--- src/rtl/core/pebs_pkg.sv ---
package pebs_pkg;

    localparam int DataW    = 32;
    localparam int ProdW    = 50;
    localparam int CfgIdxW  = 3;
    localparam int CfgDataW = 24;

    localparam logic [CfgIdxW-1:0] CFG_TIME_STEP  = 3'd0;
    localparam logic [CfgIdxW-1:0] CFG_GRAVITY    = 3'd1;
    localparam logic [CfgIdxW-1:0] CFG_FIELD_W    = 3'd2;
    localparam logic [CfgIdxW-1:0] CFG_FIELD_H    = 3'd3;
    localparam logic [CfgIdxW-1:0] CFG_FRICTION   = 3'd4;

    localparam logic [15:0] TimeStepRst = 16'd1092;
    localparam logic [23:0] GravityRst  = 24'd642689;
    localparam logic [11:0] FieldWRst   = 12'd800;
    localparam logic [11:0] FieldHRst   = 12'd600;
    localparam logic [16:0] FrictionRst = 17'd58982;

    localparam int DivW            = 32;
    localparam int DivsrW          = 16;
    localparam int DivBitsPerStage = 2;
    localparam int DivStages       = DivW / DivBitsPerStage;

    localparam logic signed [ProdW-1:0] S32Max = 50'sd2147483647;
    localparam logic signed [ProdW-1:0] S32Min = -50'sd2147483648;
    localparam logic signed [ProdW-1:0] QOne   = 50'sd65536;
    localparam logic signed [ProdW-1:0] QMask  = 50'sd65535;

    typedef struct packed {
        logic signed [DataW-1:0] pos_x;
        logic signed [DataW-1:0] pos_y;
        logic signed [DataW-1:0] vel_x;
        logic signed [DataW-1:0] vel_y;
        logic [15:0]             body_mass;
        logic [7:0]              body_radius;
    } pebs_in_t;

    typedef struct packed {
        logic signed [DataW-1:0] new_pos_x;
        logic signed [DataW-1:0] new_pos_y;
        logic signed [DataW-1:0] new_vel_x;
        logic signed [DataW-1:0] new_vel_y;
        logic                    hit_x_wall;
        logic                    hit_y_wall;
    } pebs_out_t;

    typedef struct packed {
        logic signed [DataW-1:0] pos_x;
        logic signed [DataW-1:0] pos_y;
        logic signed [DataW-1:0] vel_x;
        logic signed [DataW-1:0] vel_y;
        logic                    mass_zero;
        logic [7:0]              body_radius;
    } pebs_side_t;

    typedef struct packed {
        logic signed [DataW-1:0] pos_x;
        logic signed [DataW-1:0] pos_y;
        logic                    hit_x;
        logic                    hit_y;
    } pebs_fside_t;

    typedef struct packed {
        logic neg_a;
        logic neg_b;
        logic scale;
    } pebs_fctl_t;

    function automatic logic signed [DataW-1:0] sat32(input logic signed [ProdW-1:0] v);
        if (v > S32Max) begin
            return 32'sh7fffffff;
        end else if (v < S32Min) begin
            return 32'sh80000000;
        end
        return v[DataW-1:0];
    endfunction

    function automatic logic signed [ProdW-1:0] sx(input logic signed [DataW-1:0] v);
        return ProdW'(v);
    endfunction

    // division by 2^16 rounded toward zero
    function automatic logic signed [ProdW-1:0] trunc_q16(input logic signed [ProdW-1:0] p);
        logic signed [ProdW-1:0] biased;
        biased = p[ProdW-1] ? p + QMask : p;
        return biased >>> 16;
    endfunction

    function automatic logic signed [DataW-1:0] neg_sat(input logic signed [DataW-1:0] v);
        return sat32(-sx(v));
    endfunction

endpackage

--- src/rtl/core/pebs_fric.sv ---
module pebs_fric (
    input  logic                               aclk,
    input  logic                               aresetn,
    input  logic [16:0]                        wall_friction,
    input  logic                               in_valid,
    output logic                               in_ready,
    input  logic signed [pebs_pkg::DataW-1:0]  in_a,
    input  logic signed [pebs_pkg::DataW-1:0]  in_b,
    input  pebs_pkg::pebs_fctl_t               in_ctl,
    input  pebs_pkg::pebs_fside_t              in_side,
    output logic                               out_valid,
    input  logic                               out_ready,
    output logic signed [pebs_pkg::DataW-1:0]  out_a,
    output logic signed [pebs_pkg::DataW-1:0]  out_b,
    output pebs_pkg::pebs_fside_t              out_side
);
    import pebs_pkg::*;

    // stage 1: reflect the normal component
    logic                    f1_vld_reg;
    logic signed [DataW-1:0] f1_a_reg, f1_b_reg;
    logic signed [DataW-1:0] f1_a_next, f1_b_next;
    logic                    f1_scale_reg;
    pebs_fside_t             f1_side_reg;

    // stage 2: friction products
    logic                    f2_vld_reg;
    logic signed [DataW-1:0] f2_a_reg, f2_b_reg;
    logic signed [ProdW-1:0] f2_pa_reg, f2_pb_reg;
    logic signed [ProdW-1:0] f2_pa_next, f2_pb_next;
    logic                    f2_scale_reg;
    pebs_fside_t             f2_side_reg;

    // stage 3: rescale and pick
    logic                    f3_vld_reg;
    logic signed [DataW-1:0] f3_a_reg, f3_b_reg;
    logic signed [DataW-1:0] f3_a_next, f3_b_next;
    pebs_fside_t             f3_side_reg;

    logic f1_rdy, f2_rdy, f3_rdy;

    assign f3_rdy   = !f3_vld_reg || out_ready;
    assign f2_rdy   = !f2_vld_reg || f3_rdy;
    assign f1_rdy   = !f1_vld_reg || f2_rdy;
    assign in_ready = f1_rdy;

    assign f1_a_next  = in_ctl.neg_a ? neg_sat(in_a) : in_a;
    assign f1_b_next  = in_ctl.neg_b ? neg_sat(in_b) : in_b;
    assign f2_pa_next = f1_a_reg * $signed({1'b0, wall_friction});
    assign f2_pb_next = f1_b_reg * $signed({1'b0, wall_friction});
    assign f3_a_next  = f2_scale_reg ? sat32(trunc_q16(f2_pa_reg)) : f2_a_reg;
    assign f3_b_next  = f2_scale_reg ? sat32(trunc_q16(f2_pb_reg)) : f2_b_reg;

    always_ff @(posedge aclk) begin
        if (!aresetn) begin
            f1_vld_reg <= 1'b0;
            f2_vld_reg <= 1'b0;
            f3_vld_reg <= 1'b0;
        end else begin
            if (f1_rdy) begin
                f1_vld_reg <= in_valid;
            end
            if (f2_rdy) begin
                f2_vld_reg <= f1_vld_reg;
            end
            if (f3_rdy) begin
                f3_vld_reg <= f2_vld_reg;
            end
        end
    end

    always_ff @(posedge aclk) begin
        if (f1_rdy && in_valid) begin
            f1_a_reg     <= f1_a_next;
            f1_b_reg     <= f1_b_next;
            f1_scale_reg <= in_ctl.scale;
            f1_side_reg  <= in_side;
        end
        if (f2_rdy && f1_vld_reg) begin
            f2_a_reg     <= f1_a_reg;
            f2_b_reg     <= f1_b_reg;
            f2_pa_reg    <= f2_pa_next;
            f2_pb_reg    <= f2_pb_next;
            f2_scale_reg <= f1_scale_reg;
            f2_side_reg  <= f1_side_reg;
        end
        if (f3_rdy && f2_vld_reg) begin
            f3_a_reg    <= f3_a_next;
            f3_b_reg    <= f3_b_next;
            f3_side_reg <= f2_side_reg;
        end
    end

    assign out_valid = f3_vld_reg;
    assign out_a     = f3_a_reg;
    assign out_b     = f3_b_reg;
    assign out_side  = f3_side_reg;

endmodule
--- config.mk ---
export PLATFORM = sky130hd
export DESIGN_NAME = pebs_fric
export DESIGN_NICKNAME = d
export VERILOG_FILES = /design/src/rtl/core/pebs_pkg.sv /design/src/rtl/core/pebs_fric.sv
export SDC_FILE = /design/constraint.sdc
export NUM_CORES = 2
export LEC_CHECK = 0
export BUFFER_PORTS_ARGS = -buffer_cell sky130_fd_sc_hd__buf_2
export CORE_UTILIZATION = 55
export CTS_CLUSTER_DIAMETER = 150
export DETAILED_ROUTE_END_ITERATION = 8
export GPL_ROUTABILITY_DRIVEN = 0
export MAX_ROUTING_LAYER = met4
export PLACE_DENSITY = 0.73
export SLEW_MARGIN = 20
export SYNTH_ARGS = -nofsm -noshare
export SYNTH_HDL_FRONTEND = slang
export SYNTH_SLANG_ARGS = --single-unit
--- constraint.sdc ---
create_clock -name aclk -period 41.4 [get_ports aclk]
set_input_delay 0 -clock aclk [delete_from_list [all_inputs] [get_ports aclk]]
set_output_delay 0 -clock aclk [all_outputs]
set_load 0.005 [all_outputs]
==> impl_metrics.ini <==
[run_status]
status = finished clean

[final_layout]
finalNetCount = 7388
fillCellCount = 8563
layout_common_cells = 1354 x inv_1, 1042 x fa_1, 646 x and2_1, 584 x nand2_1, 492 x edfxtp_1
drive_above_1_share_pct = 7.44
area_growth_pct = 10.6
mostFrequentLayoutCell = inv_1

[worst_setup_path]
rr_startpoint = f1_b_reg[26]
path_cells = and2_1 > fa_1 > inv_1 > fa_1 > fa_1 > inv_1 > fa_1 > fa_1 > inv_1 > fa_1 > inv_1 > ha_1 > nand3_1 > nor4_1 > o2111ai_1 > nand3_1 > or3_1 > nor2_1 > o41ai_1 > a311oi_1 > xnor2_1
worst-path-stages = 21
critical_path_class = reg2reg
critPathRequiredTime_ns = 41.78
crit_path_max_fanout = 18
crit_top_cell = fa_1
crit_path_end_kind = register
critPathMaxStageDelay_ns = 0.74
critPathSlowestCell = edfxtp_1
arrival_ns = 8.14
rr_worst_depth = 21
r2r_end = f2_pb_reg[49]
critical-path-top-delay-family = adder cells
path_buf_inv = 4
start_kind = register
reg2reg_slack_ns = 33.64

[die]
die_y_um = 326
coreArea_sq_um = 104000
fp-row-count = 118
fp.dieW_um = 326
ios = 286
start_util_pct = 55.7
dieArea_sq_um = 106000

[clock_tree]
clockBufferDepth = 3
cts_resized = 0
ctsHoldBuffers = 167
cts_root_buffer = clkbuf_16
clk_latency_ns = 0.65
post-cts-setup-buffers = 0
cts_tree = built
cts-htree-levels = 2
clk_pin_slew_ns = 0.06
clock_sinks = 495
cts_buffers = 53

[drt]
wire_per_inst_um = 19.1
wl_um = 141000
drtPass1Iterations = 5
drtAntennaViolNets = 0
drtIter0Drc = 2919
routed_via_density = 5.45
remaining_drc_errors = 0
via_count = 40300

[synthesis]
synth_ff_type = edfxtp_1
synthTopCellsByArea = fa_1 36%, edfxtp_1 26%, inv_1 8.8%, and2_1 7.0%, ha_1 5.2%
synthCells = 5650
yosysTopAreaCell = fa_1
synth_edf_count = 492
synth.net_count = 7084
netlist_area_sq_um = 57800
synth.distinct_cells = 74
ys_warn_count = 0
synth_sequential_area_ratio_pct = 25.7
ys_seq_elements = 495
synthArstFlopShare_pct = 0
syn_area_per_cell_sq_um = 10.2
yosysTopAreaCellShare_pct = 36.1

[placement]
dpl.hpwl_um = 102000
portBuffers = 285

[sta]
fin_worst_skew_ns = 0.0535
period_share_pct = 18.7
setup_viol = 0
period_needed_ns = 7.76
rsz0062_at_grt = false
finalMaxSlewViolations = 0
worst_pin_slew_ns = 1.15
relSlewSlack_pct = 22.3
tns_ns = 0
max_freq_ghz = 0.129
hold_viol_final = 0

[min_path]
hold_depth = 2
min_from = in_side[42]
hp-class = in2reg
whs_endpoint = f1_side_reg[42]

[global_route]
grt_pass1_wl_um = 229000
grt_usage_pct = 28.3
grt_max_degree = 77
grt_pass1_vias = 42700
grt_antenna_before_repair = 13
grt_overflow = 0

[run]
cap_violations = 0
==> cell families (layout without fill, tap and decap cells) <==
group,Yosys count,after routing,synth area share (%)
AO/OA/AOI/OAI,494,494,5.71
XOR/XNOR,153,153,2.32
adder cells (fa/ha/maj),1280,1280,41.3
buffers and inverters,1603,1950,10.4
flip-flops,495,495,25.7
multiplexers,11,11,0.195
other,0,13,0
AND/OR/NAND/NOR,1614,1614,14.4
==> worst max path at each step <==
| stage | start | end | slack (ns) |
|---|---|---|---|
| after floorplan | out_valid | f2_a_reg[0] | 23.10 |
| after global placement | f1_b_reg[26] | f2_pb_reg[49] | 34.00 |
| after detailed placement | f1_b_reg[24] | f2_pb_reg[49] | 33.81 |
| after CTS | f1_b_reg[24] | f2_pb_reg[49] | 33.76 |
| after global routing | f1_b_reg[19] | f2_pb_reg[49] | 33.35 |
| final | f1_b_reg[26] | f2_pb_reg[49] | 33.64 |
==> synth_stat cells, types with 31 or more instances <==
library cell and count:
xnor2_1 88, o22a_1 32, clkbuf_1 239, ha_1 238, nor3_1 46, a21o_1 47
nand4_1 35, and2_1 646, a21oi_1 117, o21ai_0 86, nand3_1 52, xor2_1 65
nor2_1 120, o221ai_1 31, edfxtp_1 492, inv_1 1354, nand2_1 584, fa_1 1042
==> layout make-up <==
class,instances,area (sq um),share of cell area [%]
clock inverter,34,393,0.615
timing repair buffer,498,3450,5.40
antenna,13,32.5,0.0509
multi-input combinational,3552,37000,57.9
sequential,495,14800,23.2
tap,1380,1730,2.70
clock buffer,64,1410,2.21
inverter,1354,5080,7.95
==> metal layers <==
metal | vias up | track usage [%] | part of all wire (%)
met2 | 1514 | 46.1 | 49
met3 | 276 | 4.65 | 7.4
met1 | 20600 | 36.2 | 40
met4 | 0 | 8.72 | 3.1
met5 | - | - | 0
li1 | 17900 | - | -
==> per-stage QoR <==
| stage | hold WS, ns | cell area [sq um] | cells | worst slack (ns) | utilization (%) |
|---|---|---|---|---|---|
| 2_1_floorplan | 0.0989 | 57800 | 5650 | 23.10 | - |
| 3_3_place_gp | 0.177 | 60400 | 7112 | 34.00 | 58.2 |
| 3_5_place_dp | 0.178 | 60400 | 7112 | 33.81 | 58.2 |
| 4_1_cts | 0.0550 | 63900 | 7377 | 33.76 | 61.5 |
| 5_1_grt | 0.0760 | 63900 | 7389 | 33.35 | 61.6 |
| 6_report | 0.0903 | 63900 | 7390 | 33.64 | 61.6 |
==> worst register-to-register path: stages, from the launching register on <==
cell,delay [ns]
edfxtp_1,0.74
and2_1,0.35
fa_1,0.53
inv_1,0.06
fa_1,0.52
fa_1,0.54
inv_1,0.06
fa_1,0.48
fa_1,0.49
inv_1,0.05
fa_1,0.48
inv_1,0.04
ha_1,0.43
nand3_1,0.21
nor4_1,0.60
o2111ai_1,0.25
nand3_1,0.27
or3_1,0.19
nor2_1,0.09
o41ai_1,0.71
a311oi_1,0.22
xnor2_1,0.17
Power is not shown: default switching activity piles up to over one toggle a cycle in this logic, so the estimate is an artifact.
