==> config.mk <==
export PLATFORM = sky130hd
export DESIGN_NAME = pebs_div
export DESIGN_NICKNAME = d
export VERILOG_FILES = /design/src/rtl/core/pebs_pkg.sv /design/src/rtl/core/pebs_div.sv
export SDC_FILE = /design/constraint.sdc
export NUM_CORES = 2
export LEC_CHECK = 0
export BUFFER_PORTS_ARGS = -buffer_cell sky130_fd_sc_hd__buf_2
export CORE_UTILIZATION = 60
export DETAILED_ROUTE_END_ITERATION = 16
export PLACE_DENSITY = 0.81
export RECOVER_POWER = 100
export SLEW_MARGIN = 5
export SYNTH_ARGS = -nofsm -noshare
export SYNTH_HDL_FRONTEND = slang
export SYNTH_SLANG_ARGS = --single-unit
==> constraint.sdc <==
create_clock -name aclk -period 43.5 [get_ports aclk]
set_input_delay 6.525 -clock aclk [delete_from_list [all_inputs] [get_ports aclk]]
set_output_delay 6.525 -clock aclk [all_outputs]
set_load 0.03 [all_outputs]
==> src/rtl/core/pebs_pkg.sv <==
package pebs_pkg;

    localparam int DataW    = 32;
    localparam int ProdW    = 50;
    localparam int CfgIdxW  = 3;
    localparam int CfgDataW = 24;

    localparam logic [CfgIdxW-1:0] CFG_TIME_STEP  = 3'd0;
    localparam logic [CfgIdxW-1:0] CFG_GRAVITY    = 3'd1;
    localparam logic [CfgIdxW-1:0] CFG_FIELD_W    = 3'd2;
    localparam logic [CfgIdxW-1:0] CFG_FIELD_H    = 3'd3;
    localparam logic [CfgIdxW-1:0] CFG_FRICTION   = 3'd4;

    localparam logic [15:0] TimeStepRst = 16'd1092;
    localparam logic [23:0] GravityRst  = 24'd642689;
    localparam logic [11:0] FieldWRst   = 12'd800;
    localparam logic [11:0] FieldHRst   = 12'd600;
    localparam logic [16:0] FrictionRst = 17'd58982;

    localparam int DivW            = 32;
    localparam int DivsrW          = 16;
    localparam int DivBitsPerStage = 2;
    localparam int DivStages       = DivW / DivBitsPerStage;

    localparam logic signed [ProdW-1:0] S32Max = 50'sd2147483647;
    localparam logic signed [ProdW-1:0] S32Min = -50'sd2147483648;
    localparam logic signed [ProdW-1:0] QOne   = 50'sd65536;
    localparam logic signed [ProdW-1:0] QMask  = 50'sd65535;

    typedef struct packed {
        logic signed [DataW-1:0] pos_x;
        logic signed [DataW-1:0] pos_y;
        logic signed [DataW-1:0] vel_x;
        logic signed [DataW-1:0] vel_y;
        logic [15:0]             body_mass;
        logic [7:0]              body_radius;
    } pebs_in_t;

    typedef struct packed {
        logic signed [DataW-1:0] new_pos_x;
        logic signed [DataW-1:0] new_pos_y;
        logic signed [DataW-1:0] new_vel_x;
        logic signed [DataW-1:0] new_vel_y;
        logic                    hit_x_wall;
        logic                    hit_y_wall;
    } pebs_out_t;

    typedef struct packed {
        logic signed [DataW-1:0] pos_x;
        logic signed [DataW-1:0] pos_y;
        logic signed [DataW-1:0] vel_x;
        logic signed [DataW-1:0] vel_y;
        logic                    mass_zero;
        logic [7:0]              body_radius;
    } pebs_side_t;

    typedef struct packed {
        logic signed [DataW-1:0] pos_x;
        logic signed [DataW-1:0] pos_y;
        logic                    hit_x;
        logic                    hit_y;
    } pebs_fside_t;

    typedef struct packed {
        logic neg_a;
        logic neg_b;
        logic scale;
    } pebs_fctl_t;

    function automatic logic signed [DataW-1:0] sat32(input logic signed [ProdW-1:0] v);
        if (v > S32Max) begin
            return 32'sh7fffffff;
        end else if (v < S32Min) begin
            return 32'sh80000000;
        end
        return v[DataW-1:0];
    endfunction

    function automatic logic signed [ProdW-1:0] sx(input logic signed [DataW-1:0] v);
        return ProdW'(v);
    endfunction

    // division by 2^16 rounded toward zero
    function automatic logic signed [ProdW-1:0] trunc_q16(input logic signed [ProdW-1:0] p);
        logic signed [ProdW-1:0] biased;
        biased = p[ProdW-1] ? p + QMask : p;
        return biased >>> 16;
    endfunction

    function automatic logic signed [DataW-1:0] neg_sat(input logic signed [DataW-1:0] v);
        return sat32(-sx(v));
    endfunction

endpackage

==> src/rtl/core/pebs_div.sv <==
module pebs_div (
    input  logic                            aclk,
    input  logic                            aresetn,
    input  logic                            in_valid,
    output logic                            in_ready,
    input  logic [pebs_pkg::DivW-1:0]       in_dividend,
    input  logic [pebs_pkg::DivsrW-1:0]     in_divisor,
    input  pebs_pkg::pebs_side_t            in_side,
    output logic                            out_valid,
    input  logic                            out_ready,
    output logic [pebs_pkg::DivW-1:0]       out_quot,
    output pebs_pkg::pebs_side_t            out_side
);
    import pebs_pkg::*;

    localparam int Last = DivStages - 1;

    typedef struct packed {
        logic [DivsrW-1:0] rem;
        logic [DivW-1:0]   dq;
    } pebs_dstep_t;

    // restoring division, two quotient bits per stage
    function automatic pebs_dstep_t div_step(input logic [DivsrW-1:0] rem,
                                             input logic [DivW-1:0] dq,
                                             input logic [DivsrW-1:0] dvs);
        logic [DivsrW:0] r;
        logic [DivW-1:0] d;
        logic [DivsrW-1:0] rr;
        pebs_dstep_t res;
        rr = rem;
        d  = dq;
        for (int k = 0; k < DivBitsPerStage; k++) begin
            r = {rr, d[DivW-1]};
            d = {d[DivW-2:0], 1'b0};
            if (r >= {1'b0, dvs}) begin
                r    = r - {1'b0, dvs};
                d[0] = 1'b1;
            end
            rr = r[DivsrW-1:0];
        end
        res.rem = rr;
        res.dq  = d;
        return res;
    endfunction

    logic              vld_reg  [DivStages];
    logic [DivsrW-1:0] rem_reg  [DivStages];
    logic [DivW-1:0]   dq_reg   [DivStages];
    logic [DivsrW-1:0] dvs_reg  [DivStages];
    pebs_side_t        side_reg [DivStages];

    logic              rdy      [DivStages+1];
    logic              prv_vld  [DivStages];
    logic [DivsrW-1:0] prv_rem  [DivStages];
    logic [DivW-1:0]   prv_dq   [DivStages];
    logic [DivsrW-1:0] prv_dvs  [DivStages];
    pebs_side_t        prv_side [DivStages];
    pebs_dstep_t       step_next [DivStages];

    assign rdy[DivStages] = out_ready;

    for (genvar g = 0; g < DivStages; g++) begin : g_stage
        if (g == 0) begin : g_first
            assign prv_vld[g]  = in_valid;
            assign prv_rem[g]  = '0;
            assign prv_dq[g]   = in_dividend;
            assign prv_dvs[g]  = in_divisor;
            assign prv_side[g] = in_side;
        end else begin : g_rest
            assign prv_vld[g]  = vld_reg[g-1];
            assign prv_rem[g]  = rem_reg[g-1];
            assign prv_dq[g]   = dq_reg[g-1];
            assign prv_dvs[g]  = dvs_reg[g-1];
            assign prv_side[g] = side_reg[g-1];
        end

        assign rdy[g]       = !vld_reg[g] || rdy[g+1];
        assign step_next[g] = div_step(prv_rem[g], prv_dq[g], prv_dvs[g]);

        always_ff @(posedge aclk) begin
            if (!aresetn) begin
                vld_reg[g] <= 1'b0;
            end else if (rdy[g]) begin
                vld_reg[g] <= prv_vld[g];
            end
        end

        always_ff @(posedge aclk) begin
            if (rdy[g] && prv_vld[g]) begin
                rem_reg[g]  <= step_next[g].rem;
                dq_reg[g]   <= step_next[g].dq;
                dvs_reg[g]  <= prv_dvs[g];
                side_reg[g] <= prv_side[g];
            end
        end
    end

    assign in_ready  = rdy[0];
    assign out_valid = vld_reg[Last];
    assign out_quot  = dq_reg[Last];
    assign out_side  = side_reg[Last];

    a_rem_below_divisor: assert property (@(posedge aclk) disable iff (!aresetn)
        vld_reg[Last] && dvs_reg[Last] != '0 |-> rem_reg[Last] < dvs_reg[Last])
        else $error("divider remainder not below divisor");

endmodule

==> flow_summary_export.csv <==
group,metric,value,unit
status,outcome,"finished with violations",
status,violations,"max-capacitance violations, max-slew violations",
cts,cts_inserted_buffers,325,
floorplanning,pin_count,360,
yosys,syn-num-nets,7878,
pwr,switching_share,20.96,%
drt,drc,0,
place,portBuffers,359,
cts,cts_resized,0,
finish,largest_reg_flops,2192,
sta,max_freq,0.05521,GHz
sta,min_period,18.11,ns
global_routing,gr-total-overflow,0,
global_routing,grt_max_degree,76,
drt,wl,255.3,mm
global_routing,grt_pass1_vias,64294,
worst_hold_path,hold_class,"reg -> reg",
yosys,syn_inst,7161,
finish,final_cells,10745,
cts,cts_tree,"yes",
finish,fin_nets,8533,
floorplanning,die_h,457.6,µm
yosys,ys_types,103,
critical_path,cp.arrival,18.57,ns
pwr,switchingPower,1362,µW
critical_path,path_class,"in -> reg",
cts,clkSinkCount,3200,
cts,root_buffer,"clkbuf_16",
yosys,synthArstFlopShare,0,%
cts,postCtsSetupBuffers,0,
sta,fin_crit_sh,41.64,%
pwr,sequentialPowerShare,52.7,%
floorplanning,core,205400,µm²
job,max-cap-violations,71,
global_routing,grt_first_pass_wirelength,383.4,mm
yosys,synthFlopType,"edfxtp_1",
sta,finClkSkew,0.06877,ns
finish,syn_to_final_growth,11.70,%
drt,vias,62663,
cts,clkLatencyLatePin,0.95,ns
yosys,syn_area,124500,µm²
yosys,synth-edff-count,3199,
pwr,cellInternalPower,5135,µW
drt,drtIter0Drc,5028,
pwr,ir_worst_vdd,42.27,µV
place,gp_congestion,0.9269,
critical_path,cp.required,43.96,ns
critical_path,end_kind,"flop",
floorplanning,core.rowCount,166,
floorplanning,fp.dieArea,209400,µm²
pwr,power.density,46.71,nW/µm²
cts,ctsHoldBuffers,0,
finish,nFillCells,13392,
finish,multi_input_area,26190,µm²
finish,stdcell_area,139100,µm²
global_routing,antenna_found_initial,11,
cts,ctsHtreeMaxLevel,5,
sta,rsz0062_at_grt,"no",
sta,hold_viol,0,
finish,utilization,67.71,%
floorplanning,initial_utilization,60.62,%
sta,worstMarginPinSlew,5.018,ns
drt,routed_via_density,5.832,
sta,setup_viol,0,
global_routing,grtUsageTotal,24.34,%
yosys,synth-seq-cells,3200,
pwr,leakagePower,0.04812,µW
place,placed_area,129800,µm²
critical_path,crit_path_start_kind,"input pin",
drt,dr.pass1.iters,9,
sta,worst_slack,25.39,ns
place,hpwlAfterDp,162.2,mm
pwr,p_comb_share,5.5,%
place,place_inst,10176,
cts,clockBufferDepth,4,
drt,wl_per_cell,23.76,µm
critical_path,cp_max_fo,61,
yosys,synth.avg_cell_area,17.39,µm²
sta,tns,0,ns
floorplanning,die_width,457.6,µm
yosys,ys_warn_count,0,
sta,slew_headroom,-234.7,%
finish,regArea,96080,µm²
pwr,pwr-share-clk,41.8,%
drt,postRouteAntennaNets,0,
finish,drive_gt1_share,9.944,%
sta,drv_slew,3370,
place,post-place-ws,27.37,ns
yosys,ys_seq_area_share,77.16,%
cts,clk_pin_slew,0.07,ns
cell type report:
| type | instances | share of cell area [%] |
|---|---|---|
| Multi-Input combinational cell | 3451 | 18.83 |
| Tap cell | 2688 | 2.418 |
| Clock inverter | 172 | 1.169 |
| Antenna cell | 2 | 0.003598 |
| Inverter | 409 | 1.104 |
| Clock buffer | 394 | 6.140 |
| Sequential cell | 3200 | 69.08 |
| Timing Repair Buffer | 429 | 1.258 |
Yosys cell counts (10+ instances only):
cell | count | area [µm²]
and2_1 | 30 | 187.7
and3_1 | 38 | 237.7
ha_1 | 498 | 6231
nor3_1 | 96 | 480.5
o211ai_1 | 21 | 157.7
mux2i_1 | 25 | 250.2
clkbuf_1 | 37 | 138.9
a2111oi_0 | 15 | 131.4
nor2b_1 | 71 | 444.2
a211oi_1 | 39 | 292.8
a31oi_1 | 31 | 193.9
xor2_1 | 115 | 1007
nor2_1 | 284 | 1066
a22oi_1 | 15 | 112.6
o31ai_1 | 30 | 225.2
a221o_1 | 10 | 100.1
o41ai_1 | 11 | 96.34
o21ai_1 | 10 | 50.05
fa_1 | 30 | 600.6
a211o_1 | 14 | 122.6
a31o_2 | 13 | 113.9
buf_4 | 38 | 285.3
a21boi_0 | 13 | 97.59
o21ai_0 | 254 | 1271
nand3_1 | 80 | 400.4
nand2b_1 | 55 | 344.1
mux2_2 | 251 | 2826
mux2_4 | 12 | 180.2
a21oi_1 | 339 | 1697
edfxtp_1 | 3199 | 96060
nand2_1 | 262 | 983.4
or2_2 | 14 | 87.58
inv_1 | 400 | 1501
o31a_1 | 14 | 122.6
nor4_1 | 25 | 156.4
a21o_1 | 118 | 885.9
or3_1 | 26 | 162.7
nand4_1 | 77 | 481.7
buf_2 | 17 | 85.08
o21bai_1 | 47 | 352.8
xnor2_1 | 238 | 2085
o21a_1 | 82 | 615.6
critical path, cell delays in order:
cell and delay [ns]:
clkbuf_1 0.10, and4b_1 0.28, and3_1 0.27, and3_1 0.33, a21boi_0 2.95, clkbuf_1 2.77
clkbuf_1 2.64, clkbuf_1 2.50
metrics by stage:
step,power [µW],hold slack [ns]
global route,6704,0.3823
finish,6497,0.3788
global placement,3836,0.4000
detailed placement,3846,0.4045
floorplan,3757,0.4003
CTS,6562,0.3866
worst paths after layout:
| kind | startpoint | endpoint | slack (ns) | depth (start not counted) |
|---|---|---|---|---|
| worst min-delay path | side_reg[0][643]$_DFFE_PP_ | side_reg[0][780]$_DFFE_PP_ | 0.38 | 0 |
| worst max register to register | vld_reg[1][7]$_DFFE_PP_ | side_reg[1][98]$_DFFE_PP_ | 30.63 | 7 |
| worst min register to register | side_reg[0][643]$_DFFE_PP_ | side_reg[0][780]$_DFFE_PP_ | 0.38 | 0 |
| worst max-delay path | out_ready | side_reg[1][98]$_DFFE_PP_ | 25.39 | 8 |
placed cells by master (no fill, tap or decap), drive strengths merged, types with 21 or more instances in the layout:
master,n
a2111oi,21
a211oi,43
a21o,118
a21oi,341
a31oi,35
and2,31
and3,38
buf,109
bufinv,31
clkbuf,714
clkinv,126
edfxtp,3199
fa,30
ha,498
inv,412
mux2,265
mux2i,26
nand2,263
nand2b,55
nand3,80
nand4,77
nor2,284
nor2b,71
nor3,96
nor4,25
o211ai,23
o21a,82
o21ai,268
o21bai,47
o31ai,30
or3,26
xnor2,238
xor2,115
power by group through the flow:
stage	combinational [µW]	clock, µW	sequential (µW)
after global routing	393	2890	3420
after detailed placement	361	0	3480
after global placement	353	0	3480
after floorplan	273	0	3480
after CTS	365	2780	3420
final	359	2710	3420
logic make-up after synthesis:
kind of cell               Yosys count  share of synthesized area (%)
DFF                               3200                          77.16
AOI/OAI and AO/OA                 1189                          6.251
and+or+nand+nor                   1090                          4.270
adders and majority gates          528                          5.486
buffers and inverters              510                          1.694
xor gates and xnor gates           353                          2.483
muxes                              291                          2.652
layer usage:
layer / share of wire [%] / vias to the layer above / GRT usage [%]
li1: - / 28911 / -
met4: 3.7 / 0 / 8.873
met5: 0 / - / 0
met2: 52 / 2124 / 43.70
met1: 39 / 31115 / 29.86
met3: 5.0 / 513 / 3.619
Power figures use the tool's default switching activity.
